### src/sv/assert_macros.svh
// ----------------------------------------------------------------------------
// assert_macros.svh
// Shared concurrent assertion macros, clocked on clk_i, off while in reset.
// ----------------------------------------------------------------------------
`ifndef ASSERT_MACROS_SVH
`define ASSERT_MACROS_SVH

// prop must hold at every clock edge out of reset
`define KSIR_ASSERT(label, prop, msg) \
  label: assert property (@(posedge clk_i) disable iff (!rst_ni) (prop)) else $error(msg);

// when ante holds, cons must hold in the following cycle
`define KSIR_ASSERT_NEXT(label, ante, cons, msg) \
  label: assert property (@(posedge clk_i) disable iff (!rst_ni) (ante) |=> (cons)) \
    else $error(msg);

`endif

### src/sv/ksir_pkg.sv
// ----------------------------------------------------------------------------
// ksir_pkg
// Shared types and constants of the keyed stack with insert and remove.
// ----------------------------------------------------------------------------
`default_nettype none

package ksir_pkg;

  localparam int DEPTH   = 8;
  localparam int KEY_W   = 56;
  localparam int CNT_W   = $clog2(DEPTH + 1);
  localparam int CAP_W   = 4;
  localparam int MOV_W   = 3;
  localparam int OCC_W   = 4;
  localparam int APB_AW  = 3;
  localparam int APB_DW  = 32;

  localparam logic [CAP_W-1:0] CAP_RESET = CAP_W'(5);
  localparam logic             REG_CAPACITY = 1'b0;  // register index (paddr[2])

  typedef enum logic {
    OP_INSERT = 1'b0,
    OP_REMOVE = 1'b1
  } op_e;

  typedef enum logic [2:0] {
    ST_INSERTED  = 3'd0,
    ST_PRESENT   = 3'd1,
    ST_FULL      = 3'd2,
    ST_REMOVED   = 3'd3,
    ST_NOT_FOUND = 3'd4
  } status_e;

  typedef enum logic {
    S_IDLE = 1'b0,
    S_EXEC = 1'b1
  } state_e;

  // per-cell update controls
  typedef struct packed {
    logic load;      // take the incoming key (push lands here)
    logic shift_en;  // removal: cells at or above the hit take the upper key
  } cell_ctl_t;

endpackage

`default_nettype wire

### src/sv/ksir_cell.sv
// ----------------------------------------------------------------------------
// ksir_cell
// One stack slot: holds a key, compares it with the broadcast key and passes
// the hit chain upward; on removal it takes the key of the slot above.
// ----------------------------------------------------------------------------
`default_nettype none

module ksir_cell (
  input  logic                      clk_i,
  input  logic [ksir_pkg::KEY_W-1:0] key_i,     // broadcast key
  input  logic [ksir_pkg::KEY_W-1:0] up_key_i,  // key of the slot above
  input  logic                      occ_i,     // slot holds a live key
  input  logic                      hit_i,     // a match lies below
  input  ksir_pkg::cell_ctl_t       ctl_i,
  output logic                      hit_o,
  output logic                      match_o,
  output logic [ksir_pkg::KEY_W-1:0] key_o
);
  import ksir_pkg::*;

  logic [KEY_W-1:0] key_q, key_d;

  assign match_o = occ_i && (key_q == key_i);
  assign hit_o   = hit_i | match_o;
  assign key_o   = key_q;

  always_comb begin
    key_d = key_q;
    if (ctl_i.shift_en && hit_o) begin
      key_d = up_key_i;
    end else if (ctl_i.load) begin
      key_d = key_i;
    end
  end

  always_ff @(posedge clk_i) begin
    key_q <= key_d;
  end

endmodule

`default_nettype wire

### src/sv/keyed_stack_insert_remove.sv
// ----------------------------------------------------------------------------
// keyed_stack_insert_remove
// Bounded stack of 56-bit keys with duplicate check, push and remove-by-key.
// ----------------------------------------------------------------------------
// Usage:
//   Input words on s_axis: tuser carries the op (0 insert, 1 remove), tdata
//   the key. Each word yields exactly one result word on m_axis: tuser holds
//   the status, tdata holds moves and the occupancy after the operation.
//   The capacity register sits at APB address 0 (reset 5, limited to 8).
//   An accepted word is executed in the S_EXEC state by the row of eight
//   slot cells: all slots compare in parallel, the hit ripples up the chain,
//   and on a removal every slot at or above the hit takes its upper neighbor's key.
//   The result is registered; no new word is taken until the current one has
//   executed, bounded by the accept/execute pair of the controller.
//   The result register lets the next word be accepted while a result waits;
//   if the receiver stalls, execution of that word holds until the result
//   register frees up. Reset empties the stack and restores the capacity.
// ----------------------------------------------------------------------------
`default_nettype none
`include "assert_macros.svh"

module keyed_stack_insert_remove (
  input  logic                          clk_i,
  input  logic                          rst_ni,
  // input stream
  input  logic                          s_axis_tvalid,
  output logic                          s_axis_tready,
  input  logic [ksir_pkg::KEY_W-1:0]    s_axis_tdata,   // [55:0] plate
  input  logic                          s_axis_tuser,   // [0] op
  // result stream
  output logic                          m_axis_tvalid,
  input  logic                          m_axis_tready,
  output logic [7:0]                    m_axis_tdata,   // [2:0] moves, [6:3] occupancy, [7] 0
  output logic [2:0]                    m_axis_tuser,   // [2:0] status
  // configuration
  input  logic                          psel,
  input  logic                          penable,
  input  logic                          pwrite,
  input  logic [ksir_pkg::APB_AW-1:0]   paddr,
  input  logic [ksir_pkg::APB_DW-1:0]   pwdata,
  output logic [ksir_pkg::APB_DW-1:0]   prdata,
  output logic                          pready
);
  import ksir_pkg::*;

  state_e              state_q, state_d;
  op_e                 op_q;
  logic [KEY_W-1:0]    key_q;
  logic [CNT_W-1:0]    count_q, count_d;
  logic [CAP_W-1:0]    cap_q;
  logic                out_valid_q, out_valid_d;
  status_e             out_status_q, status_d;
  logic [MOV_W-1:0]    out_moves_q, moves_d;
  logic [OCC_W-1:0]    out_occ_q;

  logic                accept, exec_go, cfg_wr;
  logic [DEPTH-1:0]    occ_vec, match_vec, above_vec;
  logic [DEPTH:0]      hit_chain;
  logic [KEY_W-1:0]    cell_key [DEPTH];
  cell_ctl_t           cell_ctl [DEPTH];
  logic                dup, rem_found, ins_ok;
  logic [CNT_W-1:0]    limit, above_cnt;

  // ---------------- configuration ----------------
  assign pready = 1'b1;
  assign cfg_wr = psel && penable && pwrite && pready;
  assign prdata = (paddr[2] == REG_CAPACITY) ? APB_DW'(cap_q) : '0;

  always_ff @(posedge clk_i or negedge rst_ni) begin
    if (!rst_ni) begin
      cap_q <= CAP_RESET;
    end else if (cfg_wr && paddr[2] == REG_CAPACITY) begin
      cap_q <= pwdata[CAP_W-1:0];
    end
  end

  assign limit = (CNT_W'(cap_q) > CNT_W'(DEPTH)) ? CNT_W'(DEPTH) : CNT_W'(cap_q);

  // ---------------- control ----------------
  assign accept  = s_axis_tvalid && s_axis_tready;
  assign exec_go = (state_q == S_EXEC) && (!out_valid_q || m_axis_tready);

  always_comb begin
    state_d = state_q;
    unique case (state_q)
      S_IDLE: if (s_axis_tvalid) state_d = S_EXEC;
      S_EXEC: if (exec_go) state_d = S_IDLE;
      default: state_d = S_IDLE;
    endcase
  end

  always_comb begin
    s_axis_tready = 1'b0;
    unique case (state_q)
      S_IDLE:  s_axis_tready = 1'b1;
      S_EXEC:  s_axis_tready = 1'b0;
      default: s_axis_tready = 1'b0;
    endcase
  end

  always_ff @(posedge clk_i or negedge rst_ni) begin
    if (!rst_ni) begin
      state_q <= S_IDLE;
    end else begin
      state_q <= state_d;
    end
  end

  always_ff @(posedge clk_i) begin
    if (accept) begin
      op_q  <= op_e'(s_axis_tuser);
      key_q <= s_axis_tdata;
    end
  end

  // ---------------- cell row ----------------
  assign hit_chain[0] = 1'b0;

  for (genvar i = 0; i < DEPTH; i++) begin : g_cell
    logic [KEY_W-1:0] up_key;

    assign occ_vec[i]   = CNT_W'(i) < count_q;
    assign above_vec[i] = hit_chain[i];
    assign cell_ctl[i].load     = exec_go && ins_ok && (CNT_W'(i) == count_q);
    assign cell_ctl[i].shift_en = exec_go && rem_found;

    if (i < DEPTH - 1) begin : g_mid
      assign up_key = cell_key[i+1];
    end else begin : g_top
      assign up_key = '0;  // top slot empties on removal
    end

    ksir_cell u_cell (
      .clk_i    (clk_i),
      .key_i    (key_q),
      .up_key_i (up_key),
      .occ_i    (occ_vec[i]),
      .hit_i    (hit_chain[i]),
      .ctl_i    (cell_ctl[i]),
      .hit_o    (hit_chain[i+1]),
      .match_o  (match_vec[i]),
      .key_o    (cell_key[i])
    );
  end

  // keys are unique, so at most one slot matches
  assign dup       = |match_vec;
  assign rem_found = (op_q == OP_REMOVE) && dup;
  assign ins_ok    = (op_q == OP_INSERT) && !dup && (count_q < limit);

  always_comb begin
    above_cnt = '0;
    for (int i = 0; i < DEPTH; i++) begin
      above_cnt = above_cnt + CNT_W'(above_vec[i] && occ_vec[i]);
    end
  end

  always_comb begin
    count_d  = count_q;
    moves_d  = '0;
    status_d = ST_NOT_FOUND;
    unique case (op_q)
      OP_INSERT: begin
        if (dup) begin
          status_d = ST_PRESENT;
        end else if (!ins_ok) begin
          status_d = ST_FULL;
        end else begin
          status_d = ST_INSERTED;
          count_d  = count_q + CNT_W'(1);
        end
      end
      OP_REMOVE: begin
        if (rem_found) begin
          status_d = ST_REMOVED;
          count_d  = count_q - CNT_W'(1);
          moves_d  = (above_cnt > CNT_W'((1 << MOV_W) - 1)) ? '1 : above_cnt[MOV_W-1:0];
        end
      end
      default: status_d = ST_NOT_FOUND;
    endcase
  end

  always_ff @(posedge clk_i or negedge rst_ni) begin
    if (!rst_ni) begin
      count_q <= '0;
    end else if (exec_go) begin
      count_q <= count_d;
    end
  end

  // ---------------- result register ----------------
  always_comb begin
    out_valid_d = out_valid_q;
    if (exec_go) begin
      out_valid_d = 1'b1;
    end else if (m_axis_tready) begin
      out_valid_d = 1'b0;
    end
  end

  always_ff @(posedge clk_i or negedge rst_ni) begin
    if (!rst_ni) begin
      out_valid_q <= 1'b0;
    end else begin
      out_valid_q <= out_valid_d;
    end
  end

  always_ff @(posedge clk_i) begin
    if (exec_go) begin
      out_status_q <= status_d;
      out_moves_q  <= moves_d;
      out_occ_q    <= OCC_W'(count_d);
    end
  end

  assign m_axis_tvalid = out_valid_q;
  assign m_axis_tuser  = out_status_q;
  assign m_axis_tdata  = {1'b0, out_occ_q, out_moves_q};

  // ---------------- assertions ----------------
  `KSIR_ASSERT(a_count_bound, count_q <= CNT_W'(DEPTH), "count beyond depth")
  `KSIR_ASSERT(a_unique_keys, $onehot0(match_vec), "duplicate key held in stack")
  `KSIR_ASSERT_NEXT(a_exec_result, exec_go, out_valid_q, "executed word gave no result")
  `KSIR_ASSERT_NEXT(a_count_hold, !exec_go, $stable(count_q), "count moved without execution")
  `KSIR_ASSERT_NEXT(a_remove_dec, exec_go && rem_found,
                    count_q == $past(count_q) - CNT_W'(1), "removal did not shrink stack")

endmodule

`default_nettype wire

### config.mk
export PLATFORM = sky130hd
export DESIGN_NAME = keyed_stack_insert_remove
export DESIGN_NICKNAME = d
export VERILOG_FILES = /design/src/sv/ksir_pkg.sv /design/src/sv/ksir_cell.sv /design/src/sv/keyed_stack_insert_remove.sv
export VERILOG_INCLUDE_DIRS = /design/src /design/src/sv
export SDC_FILE = /design/constraint.sdc
export NUM_CORES = 1
export LEC_CHECK = 0
export BUFFER_PORTS_ARGS = -buffer_cell sky130_fd_sc_hd__buf_4
export CAP_MARGIN = 30
export CORE_UTILIZATION = 54
export DETAILED_ROUTE_END_ITERATION = 8
export PLACE_DENSITY = 0.77
export RECOVER_POWER = 100
export SLEW_MARGIN = 25
export SYNTH_ARGS = -nofsm -noshare
export SYNTH_HDL_FRONTEND = slang
export SYNTH_SLANG_ARGS = --single-unit
### constraint.sdc
create_clock -name clk_i -period 18.6 [get_ports clk_i]
set_input_delay 1.86 -clock clk_i [delete_from_list [all_inputs] [get_ports clk_i]]
set_output_delay 1.86 -clock clk_i [all_outputs]
set_load 0.005 [all_outputs]
Yosys cells after proc, flatten, opt, wreduce, memory -nomap -nowiden
Index checks and enable logic that the tools add are counted.
{"block": "totals", "reg_bits": 525, "inputBits": 99, "out_inout_bits": 46, "word_cells": 147}
{"block": "op_classes", "n_addsub": 8, "n_lt_le_gt_ge": 11, "eq_ne": 15, "n_mux": 31, "bitwise_logic": 10, "n_reduce_logical": 55}
{"cell": "56-bit two-way mux", "count": 14}
{"cell": "56-bit equality test", "count": 8}
{"cell": "1-bit logical AND", "count": 41}
{"cell": "4-bit two-way mux", "count": 5}
{"cell": "3-bit by 4-bit equality test with 1-bit output, first input constant", "count": 4}
{"cell": "3-bit by 4-bit < comparator with 1-bit output, first input constant", "count": 4}
{"cell": "2-bit nonzero test", "count": 8}
{"cell": "4-bit by 1-bit adder with 4-bit output", "count": 3}
{"cell": "2-bit by 4-bit equality test with 1-bit output, first input constant", "count": 2}
{"cell": "1-bit by 4-bit < comparator with 1-bit output, first input constant", "count": 2}
{"cell": "2-bit by 4-bit < comparator with 1-bit output, first input constant", "count": 2}
{"cell": "4-bit case mux with 2 select lines", "count": 1}
{"cell": "8-bit OR reduction", "count": 1}
{"cell": "1-bit OR", "count": 7}
{"cell": "3-bit two-way mux", "count": 2}
{"cell": "3-bit case mux with 2 select lines", "count": 1}
{"cell": "3-bit by 1-bit adder with 4-bit output", "count": 1}
{"cell": "4-bit by 1-bit adder with 4-bit output, second input constant", "count": 1}
{"cell": "1-bit by 4-bit equality test with 1-bit output, first input constant", "count": 1}
{"cell": "4-bit by 3-bit > comparator with 1-bit output, second input constant", "count": 1}
{"cell": "4-bit > comparator, second input constant", "count": 1}
{"cell": "4-bit zero test", "count": 1}
{"cell": "4-bit < comparator", "count": 1}
{"cell": "1-bit two-way mux", "count": 4}
{"cell": "9 further kinds", "count": 14}

Depth between registers and ports, before layout
Gate-level depths: netlist of the first run.
{"block": "depth", "ltp_word": 12, "depth_mapped": 17, "depth_no_buf": 16}

Cells and area by module
A second synthesis of the first run with hierarchy kept.
{"block": "hier_totals", "hier_cells": 2135, "area_unflattened_um2": 30003.8}
{"mod": "ksir_cell", "n_inst": 8, "cells_per_inst": 238, "area_each_um2": 3330.7, "seq_area_each_um2": 1681.6}
{"mod": "keyed_stack_insert_remove", "n_inst": 1, "cells_per_inst": 231, "area_each_um2": 3358.2, "seq_area_each_um2": 2264.7}

Worst setup path after synthesis of the first run
Ideal clock, no wire load.
{"block": "synth_timing", "kind": "input to register", "from": "input m_axis_tready", "to": "register g_cell[5].u_cell.key_q[0] (enable)", "setup_ps": 553, "t_arrival_ps": 6639, "t_required_ps": 18047, "path_slack_ps": 11407, "path_stages": 5, "path_buffers": 0, "path_cell_list": "nand2b_1 nand2_1 nor3_1 nand3_1 o31ai_1"}
{"block": "synth_via", "elab_chain_cells": 5, "word_cells_on_any_way": 7, "classes_between": "reduce/logical: 7"}
{"element": "start, declared", "line_no": "keyed_stack_insert_remove.sv:32", "rtl": "input logic m_axis_tready,"}
{"element": "1-bit logical OR *", "line_no": "keyed_stack_insert_remove.sv:81", "rtl": "assign exec_go = (state_q == S_EXEC) && (!out_valid_q || m_axis_tready);"}
{"element": "1-bit logical AND *", "line_no": "keyed_stack_insert_remove.sv:81"}
{"element": "1-bit logical AND (on tied branches)", "line_no": "keyed_stack_insert_remove.sv:124, keyed_stack_insert_remove.sv:125"}
{"element": "1-bit logical AND (on tied branches)", "line_no": "keyed_stack_insert_remove.sv:124, ksir_cell.sv:29"}
{"element": "2-bit nonzero test (no line) *"}
{"element": "end signal, assigned", "line_no": "ksir_cell.sv:37", "rtl": "key_q <= key_d;"}
{"element": "end, declared", "line_no": "ksir_cell.sv:21", "rtl": "logic [KEY_W-1:0] key_q, key_d;"}
Every way passes the cells marked *; elsewhere a longest branch is shown, timed or not.
A chain may end at the register's enable or synchronous reset.

Final worst setup path of the first run
{"block": "layout_timing", "from": "register count_q[1]", "to": "register g_cell[4].u_cell.key_q[9] (enable)"}
{"block": "layout_via", "elab_chain_cells": 9, "word_cells_on_any_way": 32, "classes_between": "order compare: 9; eq/ne: 1; bitwise: 4; reduce/logical: 18"}
{"element": "start, declared", "line_no": "keyed_stack_insert_remove.sv:49", "rtl": "logic [CNT_W-1:0] count_q, count_d;"}
{"element": "start signal, assigned", "line_no": "keyed_stack_insert_remove.sv:188", "rtl": "count_q <= count_d;"}
{"element": "1-bit by 4-bit < comparator with 1-bit output, or another cell as far along", "line_no": "keyed_stack_insert_remove.sv:122", "rtl": "assign occ_vec[i] = CNT_W'(i) < count_q;"}
{"element": "1-bit logical AND", "line_no": "ksir_cell.sv:23", "rtl": "assign match_o = occ_i && (key_q == key_i);"}
{"element": "8-bit OR reduction", "line_no": "keyed_stack_insert_remove.sv:147", "rtl": "assign dup = |match_vec;"}
{"element": "1-bit zero test", "line_no": "keyed_stack_insert_remove.sv:149", "rtl": "assign ins_ok = (op_q == OP_INSERT) && !dup && (count_q < limit);"}
{"element": "1-bit logical AND (2 in series)", "line_no": "keyed_stack_insert_remove.sv:149"}
{"element": "1-bit logical AND (2 in series)", "line_no": "keyed_stack_insert_remove.sv:124", "rtl": "assign cell_ctl[i].load = exec_go && ins_ok && (CNT_W'(i) == count_q);"}
{"element": "2-bit nonzero test (no line) *"}
{"element": "end signal, assigned", "line_no": "ksir_cell.sv:37"}
{"element": "end, declared", "line_no": "ksir_cell.sv:21"}
Marked as above.

==> results.json, run 1 <==
{
  "fin_tns_setup_ns": 0,
  "drc": 1,
  "cp.arrival_ns": 9.59,
  "yosysMostFrequentCell": "edfxtp_1",
  "hold_viol": 0,
  "initial_core_util": 0.547,
  "switching_power_uw": 1070,
  "critPathBufInv": 4,
  "die_area_um2": 51600,
  "die_h_um": 227,
  "ys_top_cells_by_area": "edfxtp_1, xnor2_1, mux2_2, dfxtp_1, mux2_1",
  "cts_sinks": 525,
  "hold_class": "reg2reg",
  "area_delta_synth_final_pct": 9.79,
  "num_rows": 82,
  "crit_type": "reg2reg",
  "power.density_nw_per_um2": 117,
  "antenna_found_initial": 0,
  "yosys.area.top_type_share": 0.503,
  "status": "finished with violations",
  "grt_max_degree": 81,
  "slowest_stage": "clkbuf_1",
  "grt.total_usage": 0.303,
  "tightest_slew_ns": 3.77,
  "async_flop_share": 0.0190,
  "critical_path_required_ns": 18.76,
  "detail-route-antenna-nets": 0,
  "maxCapViolCount": 17,
  "postCtsSetupBuffers": 0,
  "gp_congestion": 1.02,
  "clkPwrFrac": 0.320,
  "die_x_um": 227,
  "wire_per_inst_um": 26.6,
  "final_max_slew_viol_count": 1016,
  "avgViaCountPerCell": 5.96,
  "place_ws_ns": 12.94,
  "wl_um": 76800,
  "grt_pass1_wl_um": 112000,
  "postSynthAreaPerCell_um2": 12.7,
  "root_buffer": "clkbuf_16",
  "cp_common_cell": "clkbuf_1",
  "coreArea_um2": 50100,
  "r2r_slack_ns": 9.18,
  "io_pins": 145,
  "fin_crit_sh": 0.507,
  "rsz0062_at_grt": "no",
  "port_buffers": 84,
  "max_stage_delay_ns": 2.06,
  "p_seq_frac": 0.469,
  "p_leak_uw": 0.00960,
  "critical-path-top-delay-family": "buffers and inverters",
  "firstDrtPassIters": 9,
  "max_freq_ghz": 0.106,
  "vias": 17200,
  "clk_latency_ns": 0.62,
  "drive_above_1_share": 0.209,
  "synth.distinct_cells": 65,
  "p_int_uw": 2460,
  "power_uw": 3530,
  "critPathLaunchType": "flop",
  "path_max_fanout": 57,
  "clock_skew_ns": 0.0260,
  "cts-buffers-inserted": 56,
  "synth_warnings": 0,
  "syn_area_um2": 27400,
  "postCtsResizedCells": 0,
  "yosys_register_bits": 525,
  "syn_inst": 2166,
  "final_area_um2": 30100,
  "timing.final.crit_period_ns": 9.42,
  "yosysSeqAreaShare": 0.553,
  "nets": 2278,
  "place_area_um2": 28300,
  "synth_area_leader_cell": "edfxtp_1",
  "end_kind": "flop",
  "setup_ws_ns": 9.18,
  "top_layer": "met4",
  "synth_common_cells": "edfxtp_1, xnor2_1, mux2_2",
  "setup_viol": 0,
  "fillers": 3999,
  "cts_hold_buf": 0,
  "met2_length_um": 36100,
  "grt_pass1_vias": 17000,
  "drt_iter0_drc": 1609,
  "ys.flop_type": "edfxtp_1",
  "violations": "DRC, capacitance limit, slew limit",
  "path_clk_slew_ns": 0.06,
  "slew_headroom": -1.52,
  "n_antenna_cell": 0,
  "h-tree-depth": 2,
  "dr_wl_met3_um": 4630,
  "synth_edf_count": 459,
  "met1_length_um": 31400,
  "switching_share": 0.304,
  "crit_chain": "inv_1 -> ha_1 -> nor2_1 -> o21ai_0 -> or4_1 -> or4_1 -> o211ai_1 -> nor3_4 -> clkbuf_1 -> a211oi_4 -> clkbuf_1 -> a31o_2 -> clkbuf_1",
  "cts_max_path_buffers": 3,
  "p_comb_frac": 0.211,
  "grt_overflow_total": 0,
  "vdd_drop_max_mv": 0.0811,
  "cts_tree": "yes",
  "dp_hpwl_um": 55400
}
worst min-delay path, delay by kind of cell (launching register included):
kind / cells / cell delay (ns)
flip-flops: 1 / 0.32
AO/OA/AOI/OAI: 2 / 0.13
cell usage in the layout (no fill, tap or decap), types with 9 or more instances in the layout:
cell type and count:
a21oi_1 58, buf_4 32, clkbuf_1 38, clkbuf_16 58, clkbuf_4 74, clkinv_2 13, conb_1 30, dfxtp_1 56
edfxtp_1 459, inv_1 41, mux2_1 79, mux2_2 248, nand2_1 93, nand2b_1 18, nand3_1 70, nand4_1 93
nor2_1 14, nor2b_1 9, nor3_1 10, nor4_1 47, o21ai_0 130, o22ai_1 10, xnor2_1 332, xor2_1 87
power groups by stage:
stage                     clock network, uW  registers, uW  logic (uW)
after floorplan                           0           1560         551
final                                  1130           1660         745
after global routing                   1180           1680         797
after global placement                    0           1660         724
after CTS                              1140           1650         747
after detailed placement                  0           1670         740
per-stage QoR:
step                      hold slack [ns]  utilization  std cells
final                               0.498        0.601       2888
after global routing                0.525        0.601       2888
after global placement              0.475        0.566       2782
after CTS                           0.497        0.603       2888
after detailed placement            0.489        0.566       2782
after floorplan                     0.467            -       2194
metal layers:
metal,global-route usage,vias up
met3,0.0324,154
met5,0,-
met4,0.178,0
met1,0.399,8507
met2,0.488,724
li1,-,7825
cell families (layout without fill, tap and decap cells):
group,Yosys count,count (layout),share of synthesized area
xor gates and xnor gates,419,419,0.134
adders and majority gates,11,11,0.00612
other,2,30,0.000274
DFF,525,525,0.553
muxes,335,335,0.137
AOI/OAI and AO/OA,239,239,0.0500
buffers and inverters,252,274,0.0437
and+or+nand+nor,383,383,0.0755
registers in the layout, indices dropped and copies added (netlist names):
register / flops
m_axis_tuser: 3
state_q: 1
op_q: 1
count_q: 4
m_axis_tvalid: 1
key_q: 56
out_moves_q: 3
g_cell.u_cell.key_o: 448
out_occ_q: 4
cap_q: 4
final timing paths:
| check | cells past startpoint | end | startpoint |
|---|---|---|---|
| max | 13 | g_cell[4].u_cell.key_o[9] | count_q[1] |
| min | 2 | g_cell[7].u_cell.key_o[50] | g_cell[7].u_cell.key_o[50] |
| max reg2reg | 13 | g_cell[4].u_cell.key_o[9] | count_q[1] |
| min reg2reg | 2 | g_cell[7].u_cell.key_o[50] | g_cell[7].u_cell.key_o[50] |
| max in group asynchronous | 1 | cap_q[3] | rst_ni |
| min in group asynchronous | 1 | state_q | rst_ni |
cell type report:
| type | instances | area, um^2 | share of cell area |
|---|---|---|---|
| Sequential cell | 525 | 15200 | 0.504 |
| Multi-Input combinational cell | 1417 | 11200 | 0.372 |
| Clock buffer | 82 | 1600 | 0.0532 |
| Timing Repair Buffer | 126 | 871 | 0.0289 |
| Tap cell | 672 | 841 | 0.0279 |
| Clock inverter | 24 | 251 | 0.00836 |
| Inverter | 42 | 158 | 0.00524 |
No activity file was read; power rests on OpenSTA's default activity.
==> run 2: changes to the inputs <==
PLACE_DENSITY = 0.8   (was 0.77)
clock period = 8.5 ns   (was 18.6 ns; I/O delays follow)
==> run 2 against run 1 <==
  * The flow finishes with violations (capacitance limit, slew limit)
  * Sequential share of layout area rose by 0.24 points
  * Clock-buffer cell count down 6
  * Via count increased by 0.56%
  * Global-route usage is essentially flat
  * Total power increased by 120%
  * Largest cell class unchanged
  * Sequential power up 120%
  * Critical endpoint is now g_cell[5].u_cell.key_o[1]
  * Worst hold slack lost 0.30 ns
  * Non-clock buffer count is 11 lower
  * Wire length is essentially flat
==> results.json, run 2 (synthesis gave the netlist of run 1 again) <==
{
  "status": "finished with violations",
  "cts_hold_buf": 0,
  "tightest_slew_ns": 3.80,
  "end_kind": "flop",
  "hold_viol": 0,
  "grt_max_degree": 81,
  "n_antenna_cell": 0,
  "firstDrtPassIters": 6,
  "gp_congestion": 1.07,
  "coreArea_um2": 50100,
  "regToRegEndpoint": "g_cell[5].u_cell.key_o[1]",
  "regArea_um2": 15200,
  "hold_class": "in2async",
  "fin_util": 0.598,
  "clock_skew_ns": 0.0130,
  "vias": 17300,
  "critical_path_required_ns": 8.86,
  "grt_overflow_total": 0,
  "area_delta_synth_final_pct": 9.27,
  "die_area_um2": 51600,
  "postCtsSetupBuffers": 0,
  "fillers": 3955,
  "grt_pass1_vias": 17300,
  "port_buffers": 84,
  "violations": "capacitance limit, slew limit",
  "power_uw": 7600,
  "r2r_start": "count_q[1]",
  "avgViaCountPerCell": 6.02,
  "grt.total_usage": 0.303,
  "dp_hpwl_um": 55400,
  "final_common_cell": "edfxtp_1",
  "die_h_um": 227,
  "final_cell_mix": "edfxtp_1, xnor2_1, mux2_2, o21ai_0",
  "final_max_slew_viol_count": 440,
  "fin_crit_sh": 0.812,
  "path_clk_slew_ns": 0.06,
  "detail-route-antenna-nets": 0,
  "root_buffer": "clkbuf_16",
  "cts_max_path_buffers": 3,
  "setup_viol": 0,
  "maxCapViolCount": 8,
  "h-tree-depth": 2,
  "wl_um": 76800,
  "fin_tns_setup_ns": 0,
  "wire_per_inst_um": 26.7,
  "largest_register_ffs": 448,
  "rsz0062_at_grt": "no",
  "crit_type": "reg2reg",
  "multi_input_area_um2": 11200,
  "drc": 0,
  "grt_pass1_wl_um": 113000,
  "critPathLaunchType": "flop",
  "max_freq_ghz": 0.145,
  "die_x_um": 227,
  "io_pins": 145,
  "initial_core_util": 0.547,
  "slew_headroom": -1.53,
  "clk_latency_ns": 0.62,
  "num_rows": 82,
  "critPathCapture": "g_cell[5].u_cell.key_o[1]",
  "critical_path.startpoint": "count_q[1]",
  "postCtsResizedCells": 0,
  "drt_iter0_drc": 1752,
  "r2r_cells": 11,
  "cts_tree": "yes",
  "p_leak_uw": 0.00953,
  "timing.final.crit_period_ns": 6.90,
  "vdd_drop_max_mv": 0.151,
  "cts-buffers-inserted": 56,
  "cp.arrival_ns": 7.26,
  "cts_sinks": 525,
  "r2r_slack_ns": 1.60,
  "nets": 2267,
  "drive_above_1_share": 0.211,
  "power.density_nw_per_um2": 254,
  "path_max_fanout": 56,
  "antenna_found_initial": 0
}
## run 2: cell types whose count changed in the layout (fill, tap and decap cells not counted), sizes merged
cell    change
clkbuf     -17
clkinv      +6
bufinv      -2
inv         +1
## run 2: metrics by stage
stage | instances | hold WS [ns] | cell area [um^2] | setup WS [ns]
after floorplan | 2194 | 0.467 | 27500 | 1.49
after global placement | 2770 | 0.481 | 28300 | 3.00
after detailed placement | 2770 | 0.493 | 28300 | 2.99
after CTS | 2875 | 0.0317 | 30000 | 2.98
after global routing | 2876 | 0.214 | 29900 | 1.40
final | 2876 | 0.201 | 29900 | 1.60
## run 2: how the worst min path moves through the flow
stage / from / endpoint / slack (ns) / cells past startpoint
finish: rst_ni / cap_q[3] / 0.20 / 1
global route: rst_ni / cap_q[3] / 0.21 / 1
CTS: rst_ni / cap_q[3] / 0.03 / 1
detailed placement: g_cell[7].u_cell.key_o[42] / g_cell[7].u_cell.key_o[42] / 0.49 / 2
global placement: g_cell[7].u_cell.key_o[26] / g_cell[7].u_cell.key_o[26] / 0.48 / 2
floorplan: g_cell[7].u_cell.key_o[13] / g_cell[7].u_cell.key_o[13] / 0.47 / 2
## run 2: power breakdown
part / leakage [uW] / internal [uW] / switching [uW] / total (uW)
clock: 0.000853 / 1340 / 1010 / 2350
sequential: 0.00474 / 3210 / 468 / 3680
combinational: 0.00394 / 700 / 873 / 1570
## run 2: layer usage
layer	part of all wire	global-route usage
met2	0.47	0.485
met1	0.40	0.396
met4	0.066	0.189
met5	0	0
met3	0.068	0.0359
## run 2: area by class of cell
class                      count  share of cell area
multi-input combinational   1417               0.375
clock buffer                  76              0.0507
timing repair buffer         115              0.0276
clock inverter                29             0.00748
tap                          672              0.0281
inverter                      42             0.00535
sequential                   525               0.506
## run 2: worst max-delay path, cell delays in order (launching register included)
cell and delay (ns):
dfrtp_1 0.56, inv_1 0.21, ha_1 0.49, nor2_1 0.20
o21ai_0 0.24, or4_1 0.13, or4_1 0.19, o211ai_1 0.30
nor4bb_1 0.89, nand2b_2 0.30, clkbuf_1 2.55, mux2_2 0.51
